===== src/khm_pkg.sv =====
// khm_pkg: shared constants, types and helpers for the k-th largest heap block
// no dependencies; imported by the interfaces and every module of the block

package khm_pkg;

    // heap sizing
    localparam int HEAP_DEPTH = 16;
    localparam int IDX_W      = (HEAP_DEPTH > 1) ? $clog2(HEAP_DEPTH) : 1;
    localparam int CNT_W      = $clog2(HEAP_DEPTH + 1);
    localparam int KID_W      = ((IDX_W + 2) > (CNT_W + 1)) ? (IDX_W + 2) : (CNT_W + 1);

    // field widths
    localparam int VAL_W = 32;
    localparam int K_W   = 5;

    // queue between front and back
    localparam int QUEUE_DEPTH = 2;
    localparam int QP_W        = (QUEUE_DEPTH > 1) ? $clog2(QUEUE_DEPTH) : 1;
    localparam int QC_W        = $clog2(QUEUE_DEPTH + 1);

    localparam logic [VAL_W-1:0] SIGN_BIT = {1'b1, {(VAL_W-1){1'b0}}};

    // heap operation chosen by the front
    typedef enum logic {
        OP_FILL    = 1'b0,
        OP_REPLACE = 1'b1
    } khm_kind_t;

    // one classified item handed from front to back
    typedef struct packed {
        khm_kind_t         kind;
        logic [IDX_W-1:0]  pos;
        logic [VAL_W-1:0]  key;
        logic              last;
        logic              full;
    } khm_op_t;

    // signed value to key whose unsigned order is the signed order
    function automatic logic [VAL_W-1:0] to_key(input logic [VAL_W-1:0] v);
        return v ^ SIGN_BIT;
    endfunction

endpackage


===== src/khm_if.sv =====
// khm_if: valid/ready channel interfaces for sample input, result output and rank config
// depends on khm_pkg

interface khm_in_if;
    import khm_pkg::*;
    logic                    valid;
    logic                    ready;
    logic signed [VAL_W-1:0] sample_value;
    logic                    last_item;
    modport source (output valid, sample_value, last_item, input ready);
    modport sink   (input valid, sample_value, last_item, output ready);
endinterface

interface khm_out_if;
    import khm_pkg::*;
    logic                    valid;
    logic                    ready;
    logic signed [VAL_W-1:0] kth_value;
    logic                    result_valid;
    modport source (output valid, kth_value, result_valid, input ready);
    modport sink   (input valid, kth_value, result_valid, output ready);
endinterface

interface khm_cfg_if;
    import khm_pkg::*;
    logic           valid;
    logic           ready;
    logic [K_W-1:0] data;
    modport source (output valid, data, input ready);
    modport sink   (input valid, data, output ready);
endinterface


===== src/khm_front.sv =====
// khm_front: takes sample transfers and rank writes, tracks the fill count, classifies items
// depends on khm_pkg and khm_if

module khm_front (
    input  logic            clk,
    input  logic            rst_n,
    khm_in_if.sink          sample_in,
    khm_cfg_if.sink         cfg,
    output logic            op_valid,
    input  logic            op_ready,
    output khm_pkg::khm_op_t op,
    output logic [khm_pkg::CNT_W-1:0] k_use
);
    import khm_pkg::*;

    logic [CNT_W-1:0] k_reg;
    logic [CNT_W-1:0] k_next;
    logic [CNT_W-1:0] count_reg;
    logic [CNT_W-1:0] count_next;
    logic [CNT_W-1:0] count_after;
    logic             fill;
    logic             take;

    assign cfg.ready       = 1'b1;
    assign sample_in.ready = op_ready;
    assign op_valid        = sample_in.valid;
    assign take            = sample_in.valid && op_ready;
    assign k_use           = k_reg;

    // rank clamp: zero acts as one, above depth acts as depth
    always_comb
    begin
        if (int'(cfg.data) > HEAP_DEPTH)
            k_next = CNT_W'(HEAP_DEPTH);
        else if (cfg.data == '0)
            k_next = CNT_W'(1);
        else
            k_next = CNT_W'(cfg.data);
    end

    // classify the item against the fill count
    always_comb
    begin
        fill        = count_reg < k_reg;
        count_after = fill ? count_reg + CNT_W'(1) : count_reg;
        op.kind     = fill ? OP_FILL : OP_REPLACE;
        op.pos      = IDX_W'(count_reg);
        op.key      = to_key(sample_in.sample_value);
        op.last     = sample_in.last_item;
        op.full     = count_after >= k_reg;
        count_next  = sample_in.last_item ? '0 : count_after;
    end

    // rank and fill count registers
    always_ff @(posedge clk or negedge rst_n)
    begin
        if (!rst_n)
        begin
            k_reg     <= CNT_W'(1);
            count_reg <= '0;
        end
        else if (cfg.valid)
        begin
            k_reg     <= k_next;
            count_reg <= '0;
        end
        else if (take)
        begin
            count_reg <= count_next;
        end
    end

endmodule


===== src/khm_queue.sv =====
// khm_queue: short fifo of classified operations between front and back
// depends on khm_pkg

module khm_queue (
    input  logic             clk,
    input  logic             rst_n,
    input  logic             push_valid,
    output logic             push_ready,
    input  khm_pkg::khm_op_t push_op,
    output logic             pop_valid,
    input  logic             pop_ready,
    output khm_pkg::khm_op_t pop_op,
    output logic [khm_pkg::QC_W-1:0] level
);
    import khm_pkg::*;

    khm_op_t         slot_reg [QUEUE_DEPTH];
    logic [QP_W-1:0] wr_ptr_reg;
    logic [QP_W-1:0] rd_ptr_reg;
    logic [QC_W-1:0] count_reg;
    logic            push;
    logic            pop;

    assign push_ready = count_reg < QC_W'(QUEUE_DEPTH);
    assign pop_valid  = count_reg != '0;
    assign push       = push_valid && push_ready;
    assign pop        = pop_valid && pop_ready;
    assign pop_op     = slot_reg[rd_ptr_reg];
    assign level      = count_reg;

    // pointer wrap helper
    function automatic logic [QP_W-1:0] bump(input logic [QP_W-1:0] p);
        if (int'(p) == QUEUE_DEPTH - 1)
            return '0;
        return p + QP_W'(1);
    endfunction

    // storage
    always_ff @(posedge clk)
    begin
        if (push)
            slot_reg[wr_ptr_reg] <= push_op;
    end

    // pointers and level
    always_ff @(posedge clk or negedge rst_n)
    begin
        if (!rst_n)
        begin
            wr_ptr_reg <= '0;
            rd_ptr_reg <= '0;
            count_reg  <= '0;
        end
        else
        begin
            if (push)
                wr_ptr_reg <= bump(wr_ptr_reg);
            if (pop)
                rd_ptr_reg <= bump(rd_ptr_reg);
            if (push && !pop)
                count_reg <= count_reg + QC_W'(1);
            else if (pop && !push)
                count_reg <= count_reg - QC_W'(1);
        end
    end

endmodule


===== src/khm_back.sv =====
// khm_back: heap memory and sift sequencer, plus the result output register
// depends on khm_pkg and khm_if

module khm_back (
    input  logic             clk,
    input  logic             rst_n,
    input  logic             op_valid,
    output logic             op_ready,
    input  khm_pkg::khm_op_t op,
    input  logic [khm_pkg::CNT_W-1:0] k_use,
    khm_out_if.source        result_out
);
    import khm_pkg::*;

    typedef enum logic [5:0] {
        S_IDLE      = 6'b000001,
        S_UP_STEP   = 6'b000010,
        S_UP_CMP    = 6'b000100,
        S_DOWN_STEP = 6'b001000,
        S_DOWN_CMP  = 6'b010000,
        S_EMIT      = 6'b100000
    } khm_state_t;

    khm_state_t       state_reg;
    khm_state_t       state_next;
    logic [IDX_W-1:0] pos_reg;
    logic [IDX_W-1:0] pos_next;
    logic [VAL_W-1:0] key_reg;
    logic [VAL_W-1:0] key_next;
    logic             last_reg;
    logic             last_next;
    logic             full_reg;
    logic             full_next;

    logic [VAL_W-1:0] heap_mem [HEAP_DEPTH];
    logic [VAL_W-1:0] rd_a_reg;
    logic [VAL_W-1:0] rd_b_reg;
    logic [VAL_W-1:0] root_reg;
    logic             wr_en;
    logic [IDX_W-1:0] wr_addr;
    logic [VAL_W-1:0] wr_data;
    logic [IDX_W-1:0] rd_addr_a;
    logic [IDX_W-1:0] rd_addr_b;

    logic             out_valid_reg;
    logic [VAL_W-1:0] out_value_reg;
    logic             out_flag_reg;
    logic             out_load;

    logic [IDX_W-1:0] parent;
    logic [KID_W-1:0] kid;
    logic [KID_W-1:0] kid2;
    logic [KID_W-1:0] k_wide;
    logic             pick_right;
    logic [VAL_W-1:0] child_val;
    logic [IDX_W-1:0] child_idx;

    // tree index arithmetic
    always_comb
    begin
        parent     = IDX_W'((pos_reg - IDX_W'(1)) >> 1);
        kid        = (KID_W'(pos_reg) << 1) + KID_W'(1);
        kid2       = kid + KID_W'(1);
        k_wide     = KID_W'(k_use);
        pick_right = (kid2 < k_wide) && (rd_a_reg > rd_b_reg);
        child_val  = pick_right ? rd_b_reg : rd_a_reg;
        child_idx  = pick_right ? kid2[IDX_W-1:0] : kid[IDX_W-1:0];
    end

    // sift sequencer
    always_comb
    begin
        state_next = state_reg;
        pos_next   = pos_reg;
        key_next   = key_reg;
        last_next  = last_reg;
        full_next  = full_reg;
        wr_en      = 1'b0;
        wr_addr    = pos_reg;
        wr_data    = key_reg;
        rd_addr_a  = '0;
        rd_addr_b  = '0;
        op_ready   = 1'b0;
        out_load   = 1'b0;
        unique case (state_reg)
            S_IDLE:
            begin
                op_ready = 1'b1;
                if (op_valid)
                begin
                    key_next  = op.key;
                    last_next = op.last;
                    full_next = op.full;
                    if (op.kind == OP_FILL)
                    begin
                        pos_next   = op.pos;
                        state_next = S_UP_STEP;
                    end
                    else if (op.key > root_reg)
                    begin
                        pos_next   = '0;
                        state_next = S_DOWN_STEP;
                    end
                    else
                    begin
                        state_next = S_EMIT;
                    end
                end
            end
            S_UP_STEP:
            begin
                if (pos_reg == '0)
                begin
                    wr_en      = 1'b1;
                    state_next = S_EMIT;
                end
                else
                begin
                    rd_addr_a  = parent;
                    state_next = S_UP_CMP;
                end
            end
            S_UP_CMP:
            begin
                wr_en = 1'b1;
                if (rd_a_reg > key_reg)
                begin
                    wr_data    = rd_a_reg;
                    pos_next   = parent;
                    state_next = S_UP_STEP;
                end
                else
                begin
                    state_next = S_EMIT;
                end
            end
            S_DOWN_STEP:
            begin
                if (kid >= k_wide)
                begin
                    wr_en      = 1'b1;
                    state_next = S_EMIT;
                end
                else
                begin
                    rd_addr_a  = kid[IDX_W-1:0];
                    rd_addr_b  = kid2[IDX_W-1:0];
                    state_next = S_DOWN_CMP;
                end
            end
            S_DOWN_CMP:
            begin
                wr_en = 1'b1;
                if (key_reg > child_val)
                begin
                    wr_data    = child_val;
                    pos_next   = child_idx;
                    state_next = S_DOWN_STEP;
                end
                else
                begin
                    state_next = S_EMIT;
                end
            end
            S_EMIT:
            begin
                if (!last_reg)
                begin
                    state_next = S_IDLE;
                end
                else if (!out_valid_reg || result_out.ready)
                begin
                    out_load   = 1'b1;
                    state_next = S_IDLE;
                end
            end
            default:
            begin
                state_next = S_IDLE;
            end
        endcase
    end

    // heap memory with registered reads and a copy of the root
    always_ff @(posedge clk)
    begin
        if (wr_en)
            heap_mem[wr_addr] <= wr_data;
        if (wr_en && wr_addr == '0)
            root_reg <= wr_data;
        rd_a_reg <= heap_mem[rd_addr_a];
        rd_b_reg <= heap_mem[rd_addr_b];
    end

    // sequencer payload
    always_ff @(posedge clk)
    begin
        pos_reg  <= pos_next;
        key_reg  <= key_next;
        last_reg <= last_next;
        full_reg <= full_next;
    end

    // sequencer state
    always_ff @(posedge clk or negedge rst_n)
    begin
        if (!rst_n)
            state_reg <= S_IDLE;
        else
            state_reg <= state_next;
    end

    // result output register
    always_ff @(posedge clk or negedge rst_n)
    begin
        if (!rst_n)
            out_valid_reg <= 1'b0;
        else if (out_load)
            out_valid_reg <= 1'b1;
        else if (result_out.ready)
            out_valid_reg <= 1'b0;
    end

    always_ff @(posedge clk)
    begin
        if (out_load)
        begin
            out_value_reg <= full_reg ? to_key(root_reg) : '0;
            out_flag_reg  <= full_reg;
        end
    end

    assign result_out.valid        = out_valid_reg;
    assign result_out.kth_value    = out_value_reg;
    assign result_out.result_valid = out_flag_reg;

endmodule


===== src/kth_largest_min_heap.sv =====
// kth_largest_min_heap: top level joining front, operation queue and heap back end
// depends on khm_pkg, khm_if, khm_front, khm_queue and khm_back
//
// Usage: samples arrive on sample_in, one signed value per transfer, with
// last_item marking the end of a run. A result transfer leaves on result_out
// only for the last item of a run: kth_value is the k-th largest value of the
// run and result_valid is 1, or both are 0 when fewer than k values came.
// The rank k is written on cfg (0 acts as 1, above 16 acts as 16); a write
// also starts a new run. Write it only while the block is idle.
// Timing: the front takes a sample in the cycle it is offered while the
// two-entry queue has room. The back end processes one item at a time from
// the queue, using a 16-entry heap memory with two registered read ports:
// each heap level takes a read state, then a compare and write state, with
// a sift depth of up to log2 of k levels. When its sift ends, the back end
// enters the emit state, which loads a run's result into the output register.
// If the receiver stalls, the result holds, the back end waits on the next
// result, and the queue keeps taking samples until it is full.
// Reset: rank 1, fill count zero, queue and output empty; the heap memory
// is not cleared, since only entries written in the current run are used.

module kth_largest_min_heap (
    input  logic       clk,
    input  logic       rst_n,
    khm_in_if.sink     sample_in,
    khm_cfg_if.sink    cfg,
    khm_out_if.source  result_out
);
    import khm_pkg::*;

    logic             f_valid;
    logic             f_ready;
    khm_op_t          f_op;
    logic             q_valid;
    logic             q_ready;
    khm_op_t          q_op;
    logic [CNT_W-1:0] k_use;
    logic [QC_W-1:0]  q_level;

    // classification
    khm_front u_front (
        .clk       (clk),
        .rst_n     (rst_n),
        .sample_in (sample_in),
        .cfg       (cfg),
        .op_valid  (f_valid),
        .op_ready  (f_ready),
        .op        (f_op),
        .k_use     (k_use)
    );

    // decoupling queue
    khm_queue u_queue (
        .clk        (clk),
        .rst_n      (rst_n),
        .push_valid (f_valid),
        .push_ready (f_ready),
        .push_op    (f_op),
        .pop_valid  (q_valid),
        .pop_ready  (q_ready),
        .pop_op     (q_op),
        .level      (q_level)
    );

    // heap engine
    khm_back u_back (
        .clk        (clk),
        .rst_n      (rst_n),
        .op_valid   (q_valid),
        .op_ready   (q_ready),
        .op         (q_op),
        .k_use      (k_use),
        .result_out (result_out)
    );

    // a fill never lands at or beyond the rank in use
    assert property (@(posedge clk) disable iff (!rst_n)
        (f_valid && f_ready && f_op.kind == OP_FILL) |-> (CNT_W'(f_op.pos) < k_use))
        else $error("fill position beyond rank");

    // a short run reports zero
    assert property (@(posedge clk) disable iff (!rst_n)
        (result_out.valid && !result_out.result_valid) |-> (result_out.kth_value == '0))
        else $error("short run result not zero");

    // a full queue blocks input
    assert property (@(posedge clk) disable iff (!rst_n)
        (q_level == QC_W'(QUEUE_DEPTH)) |-> !sample_in.ready)
        else $error("queue full but input ready");

endmodule

===== src/flat_wrapper.sv =====
// flat-port wrapper written by rule: the top's interface ports become plain ports
module kth_largest_min_heap_flat import khm_pkg::*;
  (clk, rst_n, sample_in_valid, sample_in_sample_value, sample_in_last_item, sample_in_ready, cfg_valid, cfg_data, cfg_ready, result_out_valid, result_out_kth_value, result_out_result_valid, result_out_ready);
  khm_in_if sample_in_i ();
  khm_cfg_if cfg_i ();
  khm_out_if result_out_i ();
  input  logic clk;
  input  logic rst_n;
  input wire logic [$bits(sample_in_i.valid)-1:0] sample_in_valid;
  input wire logic [$bits(sample_in_i.sample_value)-1:0] sample_in_sample_value;
  input wire logic [$bits(sample_in_i.last_item)-1:0] sample_in_last_item;
  output wire logic [$bits(sample_in_i.ready)-1:0] sample_in_ready;
  input wire logic [$bits(cfg_i.valid)-1:0] cfg_valid;
  input wire logic [$bits(cfg_i.data)-1:0] cfg_data;
  output wire logic [$bits(cfg_i.ready)-1:0] cfg_ready;
  output wire logic [$bits(result_out_i.valid)-1:0] result_out_valid;
  output wire logic [$bits(result_out_i.kth_value)-1:0] result_out_kth_value;
  output wire logic [$bits(result_out_i.result_valid)-1:0] result_out_result_valid;
  input wire logic [$bits(result_out_i.ready)-1:0] result_out_ready;
  assign sample_in_i.valid = sample_in_valid;
  assign sample_in_i.sample_value = sample_in_sample_value;
  assign sample_in_i.last_item = sample_in_last_item;
  assign sample_in_ready = sample_in_i.ready;
  assign cfg_i.valid = cfg_valid;
  assign cfg_i.data = cfg_data;
  assign cfg_ready = cfg_i.ready;
  assign result_out_valid = result_out_i.valid;
  assign result_out_kth_value = result_out_i.kth_value;
  assign result_out_result_valid = result_out_i.result_valid;
  assign result_out_i.ready = result_out_ready;
  kth_largest_min_heap u_core (.clk(clk), .rst_n(rst_n), .sample_in(sample_in_i), .cfg(cfg_i), .result_out(result_out_i));
endmodule

===== config.mk =====
export PLATFORM = sky130hd
export DESIGN_NAME = kth_largest_min_heap_flat
export DESIGN_NICKNAME = d
export VERILOG_FILES = /design/src/khm_pkg.sv /design/src/khm_if.sv /design/src/khm_front.sv /design/src/khm_queue.sv /design/src/khm_back.sv /design/src/kth_largest_min_heap.sv /design/src/flat_wrapper.sv
export SDC_FILE = /design/constraint.sdc
export NUM_CORES = 1
export LEC_CHECK = 0
export BUFFER_PORTS_ARGS = -buffer_cell sky130_fd_sc_hd__buf_4
export CELL_PAD_IN_SITES_DETAIL_PLACEMENT = 1
export CELL_PAD_IN_SITES_GLOBAL_PLACEMENT = 1
export CORE_UTILIZATION = 45
export CTS_BUF_LIST = sky130_fd_sc_hd__clkbuf_4
export DETAILED_ROUTE_END_ITERATION = 7
export PLACE_DENSITY_LB_ADDON = 0.1
export SLEW_MARGIN = 5
export SYNTH_ARGS = -nofsm -noshare
export SYNTH_HDL_FRONTEND = slang
export SYNTH_SLANG_ARGS = --single-unit

===== constraint.sdc =====
create_clock -name clk -period 5.2 [get_ports clk]
set_input_delay 0.52 -clock clk [delete_from_list [all_inputs] [get_ports clk]]
set_output_delay 0.52 -clock clk [all_outputs]
set_load 0.005 [all_outputs]

# After elaboration in Yosys (flattened, before gate mapping)
# Memories as Yosys holds them, arrays and structs flattened. A register that Yosys moved wholly into a read port is not among the register bits.
# Cells that the tools add are included.
dict set report word_totals {
  register_bits 124
  ram_bits 590
  wordCells 124
  n_memories 2
}
dict set report classes {
  n_addsub 8
  order_cmp 10
  n_eq_ne 11
  muxes 56
  bitwise_logic 2
  reduce_logical 21
}
# name depth width rd rd_ports_with_merged_regs write_ports line_no
set memory_table {}
lappend memory_table {u_core.u_back.heap_mem 16 32 2 2 1 khm_back.sv:35} ;# logic [VAL_W-1:0] heap_mem [HEAP_DEPTH];
lappend memory_table {u_core.u_queue.slot_reg 2 39 1 0 1 khm_queue.sv:17} ;# khm_op_t slot_reg [QUEUE_DEPTH];
# op count
set ops {}
lappend ops {{$gt 32x32->1} 4}
lappend ops {{$mux 32} 3}
lappend ops {{$pmux 32 s2} 1}
lappend ops {{$mux 6} 9}
lappend ops {{$mux 4} 9}
lappend ops {{$pmux 6 s6} 1}
lappend ops {{$mux 5} 6}
lappend ops {{$mux 1} 21}
lappend ops {{$pmux 4 s3} 1}
lappend ops {{$pmux 4 s2} 1}
lappend ops {{$reduce_bool 2->1} 4}
lappend ops {{$add 5x1->6 const B} 1}
lappend ops {{$add 6x1->6 const B} 1}
lappend ops {{$eq 6x1->1 const B} 1}
lappend ops {{$eq 6x2->1 const B} 1}
lappend ops {{$eq 6x3->1 const B} 1}
lappend ops {{$eq 6x4->1 const B} 1}
lappend ops {{$eq 6x5->1 const B} 1}
lappend ops {{$eq 6x6->1 const B} 1}
lappend ops {{$ge 6x5->1} 1}
lappend ops {{$logic_and 1x1->1} 6}
lappend ops {{$lt 6x5->1} 1}
lappend ops {{$ne 3x3->1 const B} 2}
lappend ops {{$add 5x1->5 const B} 1}
lappend ops {{other kinds (22)} 29}

# Longest topological paths before layout
# Gate-level depths: netlist of the first run.
dict set report logic_depth {
  word_depth 8
  ltp_mapped 25
  ltp_nobuf 20
}

# By module
# A second synthesis of the first run with hierarchy kept.
dict set report unflattened {
  hier_cells 2608
  area_unflattened_um2 34604.4
}
# module instances cells_per_inst area_per_inst_um2 seq_area_each_um2
set by_module_without_submodules {}
lappend by_module_without_submodules {khm_back 1 2343 30520.5 18964.4}
lappend by_module_without_submodules {khm_queue 1 138 3021.6 2442.3}
lappend by_module_without_submodules {khm_front 1 127 1062.3 251.5}

# Least setup slack after synthesis of the first run
# OpenSTA, ideal clock, no wires.
dict set report synth_path {
  kind {register to register}
  from {register u_core.u_back.pos_reg[0]}
  to {memory u_core.u_back.heap_mem[0][1], data pin}
  arrival_ns 5.344
  path_slack_ns -0.451
  path_stages_with_launch 25
  path_cell_list {edfxtp_1 -> clkbuf_1 -> buf_1 -> nand3_1 -> xnor2_1 -> ha_1 -> a21oi_1 -> o21ai_0 -> a21oi_1 -> o31a_1 -> o21ai_1 -> clkbuf_1 -> buf_1 -> a21oi_1 -> ha_1 -> nand4_1 -> nor4_1 -> nand2b_1 -> o21ai_0 -> a211o_1 -> a21oi_1 -> or3b_1 -> buf_2 -> buf_6 -> a221o_1}
}
dict set report synth_between {
  elab_chain_len 8
}
# item line_no
set synth_rtl {}
lappend synth_rtl {{start: declaration} khm_back.sv:26} ;# logic [IDX_W-1:0] pos_reg;
lappend synth_rtl {{start signal: assignment} khm_back.sv:198} ;# pos_reg <= pos_next;
lappend synth_rtl {{$add 5x1->6 (*)} khm_back.sv:62} ;# kid = (KID_W'(pos_reg) << 1) + KID_W'(1);
lappend synth_rtl {{$add 6x1->6 (*)} khm_back.sv:63} ;# kid2 = kid + KID_W'(1);
lappend synth_rtl {{$lt 6x5->1 (*)} khm_back.sv:65} ;# pick_right = (kid2 < k_wide) && (rd_a_reg > rd_b_reg);
lappend synth_rtl {{$logic_and 1x1->1 (*)} khm_back.sv:65}
lappend synth_rtl {{$mux 32 (*)} khm_back.sv:66} ;# child_val = pick_right ? rd_b_reg : rd_a_reg;
lappend synth_rtl {{$gt 32x32->1} khm_back.sv:154} ;# if (key_reg > child_val)
lappend synth_rtl {{$mux 32 (*)} khm_back.sv:154}
lappend synth_rtl {{$pmux 32 s2 (*)} khm_back.sv:85} ;# unique case (state_reg)
lappend synth_rtl {{via u_core.u_back.wr_data[1]} khm_back.sv:41} ;# logic [VAL_W-1:0] wr_data;
lappend synth_rtl {{end: declaration} khm_back.sv:35}
# Mark *: on every way through the listed nets, which the timed path passes. The rest lies on a longest branch.

# Worst setup path after layout of the first run
dict set report layout_path {
  from {register u_core.u_back.rd_b_reg[9] (read register of u_core.u_back.heap_mem)}
  to {memory u_core.u_back.heap_mem[1][5], data pin}
}
dict set report layout_between {
  elab_chain_len 6
}
# item line_no
set layout_rtl {}
lappend layout_rtl {{start: declaration} khm_back.sv:37} ;# logic [VAL_W-1:0] rd_b_reg;
lappend layout_rtl {{$gt 32x32->1} khm_back.sv:65}
lappend layout_rtl {{$logic_and 1x1->1} khm_back.sv:65}
lappend layout_rtl {{$mux 32 (*)} khm_back.sv:66}
lappend layout_rtl {{$gt 32x32->1} khm_back.sv:154}
lappend layout_rtl {{$mux 32 (*)} khm_back.sv:154}
lappend layout_rtl {{$pmux 32 s2 (*)} khm_back.sv:85}
lappend layout_rtl {{via u_core.u_back.wr_data[5]} khm_back.sv:41}
# Marked as above.

==> results of run 1 <==
[power breakdown]
part	leakage [nW]	internal, W	total [W]	switching [W]
clock network	1.54	0.00284	0.00536	0.00251
logic	6.66	0.00309	0.00779	0.00469
registers	6.80	0.00792	0.00847	0.000551
total	15.0	0.0139	0.0216	0.00776
[stage by stage]
| step | TNS [ns] | setup slack (ns) | hold WS, ns | total power (W) |
|---|---|---|---|---|
| finish | -95.35 | -0.239 | 0.216 | 0.0216 |
| global route | -152.24 | -0.343 | 0.179 | 0.0226 |
| CTS | -6.97 | -0.0497 | 0.123 | 0.0212 |
| detailed placement | -301.02 | -0.655 | 0.436 | 0.0155 |
| global placement | -288.26 | -0.647 | 0.431 | 0.0152 |
| floorplan | 0 | 0.0220 | 0.224 | 0.0125 |
[metal layers]
metal / track usage / part of all wire
met2: 0.477 / 0.47
met5: 0 / 0
met4: 0.0975 / 0.026
met3: 0.0522 / 0.075
met1: 0.412 / 0.43
[kinds of logic after synthesis]
logic type	synth area share
AOI/OAI and AO/OA	0.113
xor gates and xnor gates	0.00407
adders and majority gates	0.0552
buffers and inverters	0.0331
DFF	0.628
muxes	0.0616
other	0.000109
and+or+nand+nor	0.105
[final timing paths]
kind / from / end / slack, ns / depth (start not counted)
max: u_core.u_back.rd_b_reg[9]$_DFF_P_ / u_core.u_back.heap_mem[1][5]$_DFFE_PP_ / -0.24 / 22
min: sample_in_valid / u_core.u_front.count_reg[4]$_DFFE_PN0P_ / 0.22 / 4
max reg2reg: u_core.u_back.rd_b_reg[9]$_DFF_P_ / u_core.u_back.heap_mem[1][5]$_DFFE_PP_ / -0.24 / 22
min reg2reg: u_core.u_queue.slot_reg[0][0]$_DFFE_PP_ / u_core.u_back.full_reg$_DFFE_PP_ / 0.55 / 1
max in group asynchronous: rst_n / u_core.u_queue.rd_ptr_reg$_DFFE_PN0P_ / 3.11 / 4
min in group asynchronous: rst_n / u_core.u_front.k_use[0]$_DFFE_PN1P_ / 0.55 / 3
[worst max-delay path, cell delays in order (launching register included)]
cell       delay (ns)
dfxtp_1          0.37
inv_1            0.08
ha_1             0.30
nand4_1          0.19
or4_4            0.57
a21o_1           0.18
a31oi_1          0.17
buf_4            0.19
buf_4            0.16
o21ai_4          0.11
nor2_1           0.12
a21oi_1          0.07
ha_1             0.33
nand4_1          0.17
nor4_2           0.29
buf_4            0.16
nand2b_1         0.05
o21ai_1          0.12
a211o_1          0.15
a21oi_2          0.07
or3b_4           0.53
clkbuf_16        0.23
a221o_4          0.52
[cell type report]
cell class                      count  area share
Sequential cell                   746       0.528
Multi-Input combinational cell   1680       0.303
Timing Repair Buffer              298      0.0646
Clock buffer                      295      0.0539
Tap cell                          978      0.0298
Inverter                          121      0.0111
Clock inverter                     63     0.00991
Antenna cell                        3    0.000183
[what timing repair did]
action | 4_1_cts | 5_1_grt
hold endpoints to repair | 100 | 0
pin swaps | 14 | 37
gates cloned | 4 | 10
endpoints found under the setup margin | 516 | 512
buffers inserted | 10 | 6
hold buffers | 49 | 0
gates resized for setup | 74 | 33
[cells in the final DEF, fill, tap and decap left out, types with 7 or more instances in the layout]
cell | Yosys | routed
and3_1 | 32 | 32
a21o_1 | 9 | 8
a21oi_1 | 98 | 95
nor2_4 | 0 | 17
edfxtp_1 | 661 | 661
o21ai_1 | 15 | 17
mux4_2 | 32 | 32
a211oi_1 | 101 | 99
dfrtp_1 | 19 | 18
a221o_1 | 64 | 35
mux2_2 | 66 | 66
nand2b_1 | 14 | 14
a21boi_0 | 31 | 24
clkbuf_4 | 0 | 295
nor2b_1 | 9 | 9
nand2_1 | 387 | 386
a31oi_1 | 65 | 65
o32ai_1 | 34 | 34
buf_4 | 7 | 222
dfxtp_1 | 64 | 59
clkinv_2 | 0 | 7
dlygate4sd3_1 | 0 | 49
buf_6 | 6 | 7
and2_1 | 133 | 131
a221o_2 | 0 | 10
clkinv_1 | 0 | 42
o211ai_1 | 7 | 7
ha_1 | 152 | 148
buf_12 | 0 | 17
nand4_1 | 28 | 28
nand3_1 | 47 | 45
mux2i_1 | 66 | 66
o21ai_0 | 116 | 113
inv_1 | 121 | 121
a221o_4 | 0 | 27
xnor2_1 | 12 | 12
nor2_1 | 76 | 54
a21boi_1 | 1 | 8
nor3_2 | 0 | 7
==> results.cfg, run 1 <==
[synthesis]
synth_cell_types = 69
syn_area_um2 = 34500
yosysWarnings = 0
ys_async_sr_fraction = 0.0282
syn_inst = 2693
syn_nets = 2888
yosys-top-cells-count = edfxtp_1 (661), nand2_1 (387), ha_1 (152)
synth.avg_cell_area_um2 = 12.8
synthTopCellsByArea = edfxtp_1 (58%), ha_1 (5.5%), nand2_1 (4.2%)
synth.top_cell.area_share = 0.576
ys_seq_area_frac = 0.628
synth_flop_cell = edfxtp_1
synth-edff-count = 661
yosysTopAreaCell = edfxtp_1
yosysMostFrequentCell = edfxtp_1
ys_ff_latch = 746

[sta]
hold_viol_final = 0
clock_skew_ns = 0.0749
setup_viol = 512
worstMarginPinSlew_ns = 1.18
slew_viol_final = 0
maxSlewHeadroom = 0.213
maxClockFrequency_mhz = 184
min_period_ns = 5.44
post-route-period-util = 1.05
setup_slack_ns = -0.239
grt_setup_unrepaired = true

[worst_setup_path]
crit_path_max_fanout = 16
arrival_ns = 6.18
cp-end-kind = flip-flop
required_ns = 5.94
startpoint_type = flip-flop
crit_type = reg -> reg

[placed_design]
port_buffers = 77
placed_area_um2 = 37100
hpwl_mm = 69.3
gp_congestion = 0.889
placed_cells = 3744

[global_routing]
grt_pass1_vias = 25800
grt-ovfl-total = 0
antenna_found_initial = 3
grt_usage = 0.298
grt_start_max_net_pins = 165
grt_pass1_wl_mm = 169

[cts]
clock_tree.buffer_depth = 3
cts_buffers = 192
clk_latency_ns = 1.03
cts.sinks = 746
htreeDepth = 4
path_clk_slew_ns = 0.07
cts_root_buffer = clkbuf_4
cts_tree = built

[floorplan]
start_util = 0.455
core_area_um2 = 75800
die_height_um = 279
dieArea_um2 = 77700
rows = 101
fp.dieW_um = 279
pin_count = 79

[detailed_routing]
num_vias = 25100
wl_per_cell_um = 28.2
viasPerCell = 6.00
postRouteWirelength_mm = 118
drc = 0
drt_first_pass_iters = 5
ant_nets = 0
drt_iter0_drc = 2361

[finish]
final_util = 0.541
multi_input_area_um2 = 12400
layout.cells.non_filler = 4184
area_delta_synth_final_pct = 19.1
num-nets-final = 3234
largest_reg_flops = 490
layout-drive-gt1-share = 0.239
num-fill-cells = 7680
fin_area_um2 = 41100
seqCellArea_um2 = 21700

[job]
maxCapViolCount = 0

[min_path]
hp-class = in -> reg

[power]
ir_drop_mv = 0.294
power_density_nw_per_um2 = 526
p_leak_nw = 15.0

[run_status]
violations = setup timing
status = finished, violations left
Power figures use the tool's default switching activity.
==> inputs of run 2 (changes only) <==
--- a/config.mk
+++ b/config.mk
@@ -12,6 +12,7 @@
 export CTS_BUF_LIST = sky130_fd_sc_hd__clkbuf_4
 export DETAILED_ROUTE_END_ITERATION = 7
 export PLACE_DENSITY_LB_ADDON = 0.1
+export REMOVE_ABC_BUFFERS = 1
 export SLEW_MARGIN = 5
 export SYNTH_ARGS = -nofsm -noshare
 export SYNTH_HDL_FRONTEND = slang
==> run 2 against run 1 <==
  * The flow still finishes with violations (setup timing)
  * Power increased by 1.0%
  * Routed wire length up 0.80%
  * Maximum frequency is 0.99% higher
  * Non-clock buffer count increased by 34
  * Combinational power rose by 2.8%
  * Final area up 1.5%
  * Die area unchanged
  * Flip-flop and latch count unchanged
  * Critical endpoint is now u_core.u_back.heap_mem[12][0]$_DFFE_PP_
==> results.cfg, run 2 (synthesis results as in run 1) <==
[detailed_routing]
num_vias = 25200
postRouteWirelength_mm = 119
viasPerCell = 5.97
drc = 0
drt_iter0_drc = 2175
ant_nets = 0
drt_first_pass_iters = 5
wl_per_cell_um = 28.1

[sta]
worstMarginPinSlew_ns = 1.01
slew_viol_final = 0
setup_slack_ns = -0.186
hold_viol_final = 0
min_period_ns = 5.39
whs_ns = 0.163
clock_skew_ns = 0.0547
post-route-period-util = 1.04
maxClockFrequency_mhz = 186
setup_viol = 512
grt_setup_unrepaired = true
maxSlewHeadroom = 0.325

[power]
power_density_nw_per_um2 = 524
p_int_w = 0.0140
switching_share = 0.357
p_leak_nw = 15.3
p_sw_w = 0.00779
ir_drop_mv = 0.327
pwr-share-comb = 0.367
seq_power_share = 0.386
pwr-share-clk = 0.247

[job]
maxCapViolCount = 0

[finish]
area_delta_synth_final_pct = 20.9
largest_reg_flops = 490
final_util = 0.550
num-nets-final = 3282
layout-drive-gt1-share = 0.265
num-fill-cells = 7705
final_common_cell = edfxtp_1
final_cell_mix = edfxtp_1 (661), nand2_1 (382), clkbuf_4 (305), buf_4 (242), ha_1 (144)

[worst_setup_path]
startpoint_type = flip-flop
required_ns = 5.95
cp-end-kind = flip-flop
crit_type = reg -> reg
crit_path_max_fanout = 18
arrival_ns = 6.13

[global_routing]
grt-ovfl-total = 0
antenna_found_initial = 2
grt_start_max_net_pins = 141
grt_pass1_wl_mm = 169
grt_usage = 0.297
grt_pass1_vias = 26100

[cts]
cts_root_buffer = clkbuf_4
cts_tree = built
htreeDepth = 4
cts.sinks = 746
path_clk_slew_ns = 0.07
clock_tree.buffer_depth = 3
clk_latency_ns = 1.06
cts_buffers = 195

[min_path]
hp-class = in -> reg

[floorplan]
rows = 101
fp.dieW_um = 279
core_area_um2 = 75800
die_height_um = 279
dieArea_um2 = 77700
start_util = 0.455
pin_count = 79

[placed_design]
gp_congestion = 0.880
port_buffers = 77
hpwl_mm = 70.6

[run_status]
status = finished, violations left
violations = setup timing
-- run 2: stage by stage --
step / instances / TNS (ns) / worst slack, ns / total power [W] / instance area, µm²
final: 4227 / -64.60 / -0.186 / 0.0218 / 41700
after CTS: 4192 / -12.07 / -0.0648 / 0.0213 / 41000
after detailed placement: 3767 / -215.61 / -0.486 / 0.0154 / 37400
after floorplan: 2537 / -2319.36 / -5.53 / 0.0125 / 33800
after global routing: 4227 / -130.76 / -0.320 / 0.0228 / 41700
after global placement: 3767 / -126.87 / -0.273 / 0.0151 / 37400
-- run 2: final timing paths --
kind	startpoint	to	slack, ns	cells after the start
worst min-delay path	sample_in_valid	u_core.u_front.count_reg[4]$_DFFE_PN0P_	0.16	4
worst max-delay path	u_core.u_back.rd_b_reg[10]$_DFF_P_	u_core.u_back.heap_mem[12][0]$_DFFE_PP_	-0.19	21
worst max register to register	u_core.u_back.rd_b_reg[10]$_DFF_P_	u_core.u_back.heap_mem[12][0]$_DFFE_PP_	-0.19	21
worst min register to register	u_core.u_queue.level[0]$_DFFE_PN0P_	u_core.u_queue.level[0]$_DFFE_PN0P_	0.54	1
max in group asynchronous	rst_n	u_core.u_queue.rd_ptr_reg$_DFFE_PN0P_	3.13	4
min in group asynchronous	rst_n	u_core.u_front.k_use[0]$_DFFE_PN1P_	0.60	3
-- run 2: area by class of cell --
cell class,instances,area [µm²],area share
flip-flops and latches,746,21700,0.520
multi-input cells,1691,12600,0.303
repair buffers,332,3060,0.0735
clock buffers,305,2290,0.0549
well taps,978,1220,0.0294
inverters,121,454,0.0109
clock inverters,52,343,0.00823
diodes,2,5.00,0.000120
-- run 2: power by group through the flow --
stage	Combinational [W]	Clock (W)	Sequential, W
2_1_floorplan	0.00410	0	0.00844
3_3_place_gp	0.00666	0	0.00845
3_5_place_dp	0.00693	0	0.00847
4_1_cts	0.00746	0.00550	0.00837
5_1_grt	0.00858	0.00579	0.00846
6_report	0.00801	0.00539	0.00843
-- run 2: what timing repair did --
action,4_1_cts,5_1_grt
gates resized for setup,73,88
endpoints found under the setup margin,512,516
gates cloned,12,16
endpoints found under the hold margin,100,0
pin swaps,33,48
buffers inserted,7,21
hold buffers,49,0
-- run 2: routing by layer --
metal  routed length [µm]  track usage
met5                    0            0
met4                 4180        0.115
met2                58400        0.504
met1                49500        0.380
met3                 6940       0.0505
-- run 2: critical path, cell delays in order (launching register included) --
cell,delay [ns]
dfxtp_2,0.34
inv_1,0.07
ha_4,0.27
nand4_1,0.17
or4_4,0.54
buf_6,0.14
o31a_1,0.30
buf_6,0.15
o21ai_4,0.19
buf_12,0.17
a21oi_2,0.06
ha_1,0.29
nand4_1,0.15
buf_4,0.18
nor3_2,0.14
a22o_1,0.15
o311a_1,0.25
a211o_1,0.17
a21oi_2,0.08
or3b_4,0.53
buf_12,0.22
a221o_2,0.53
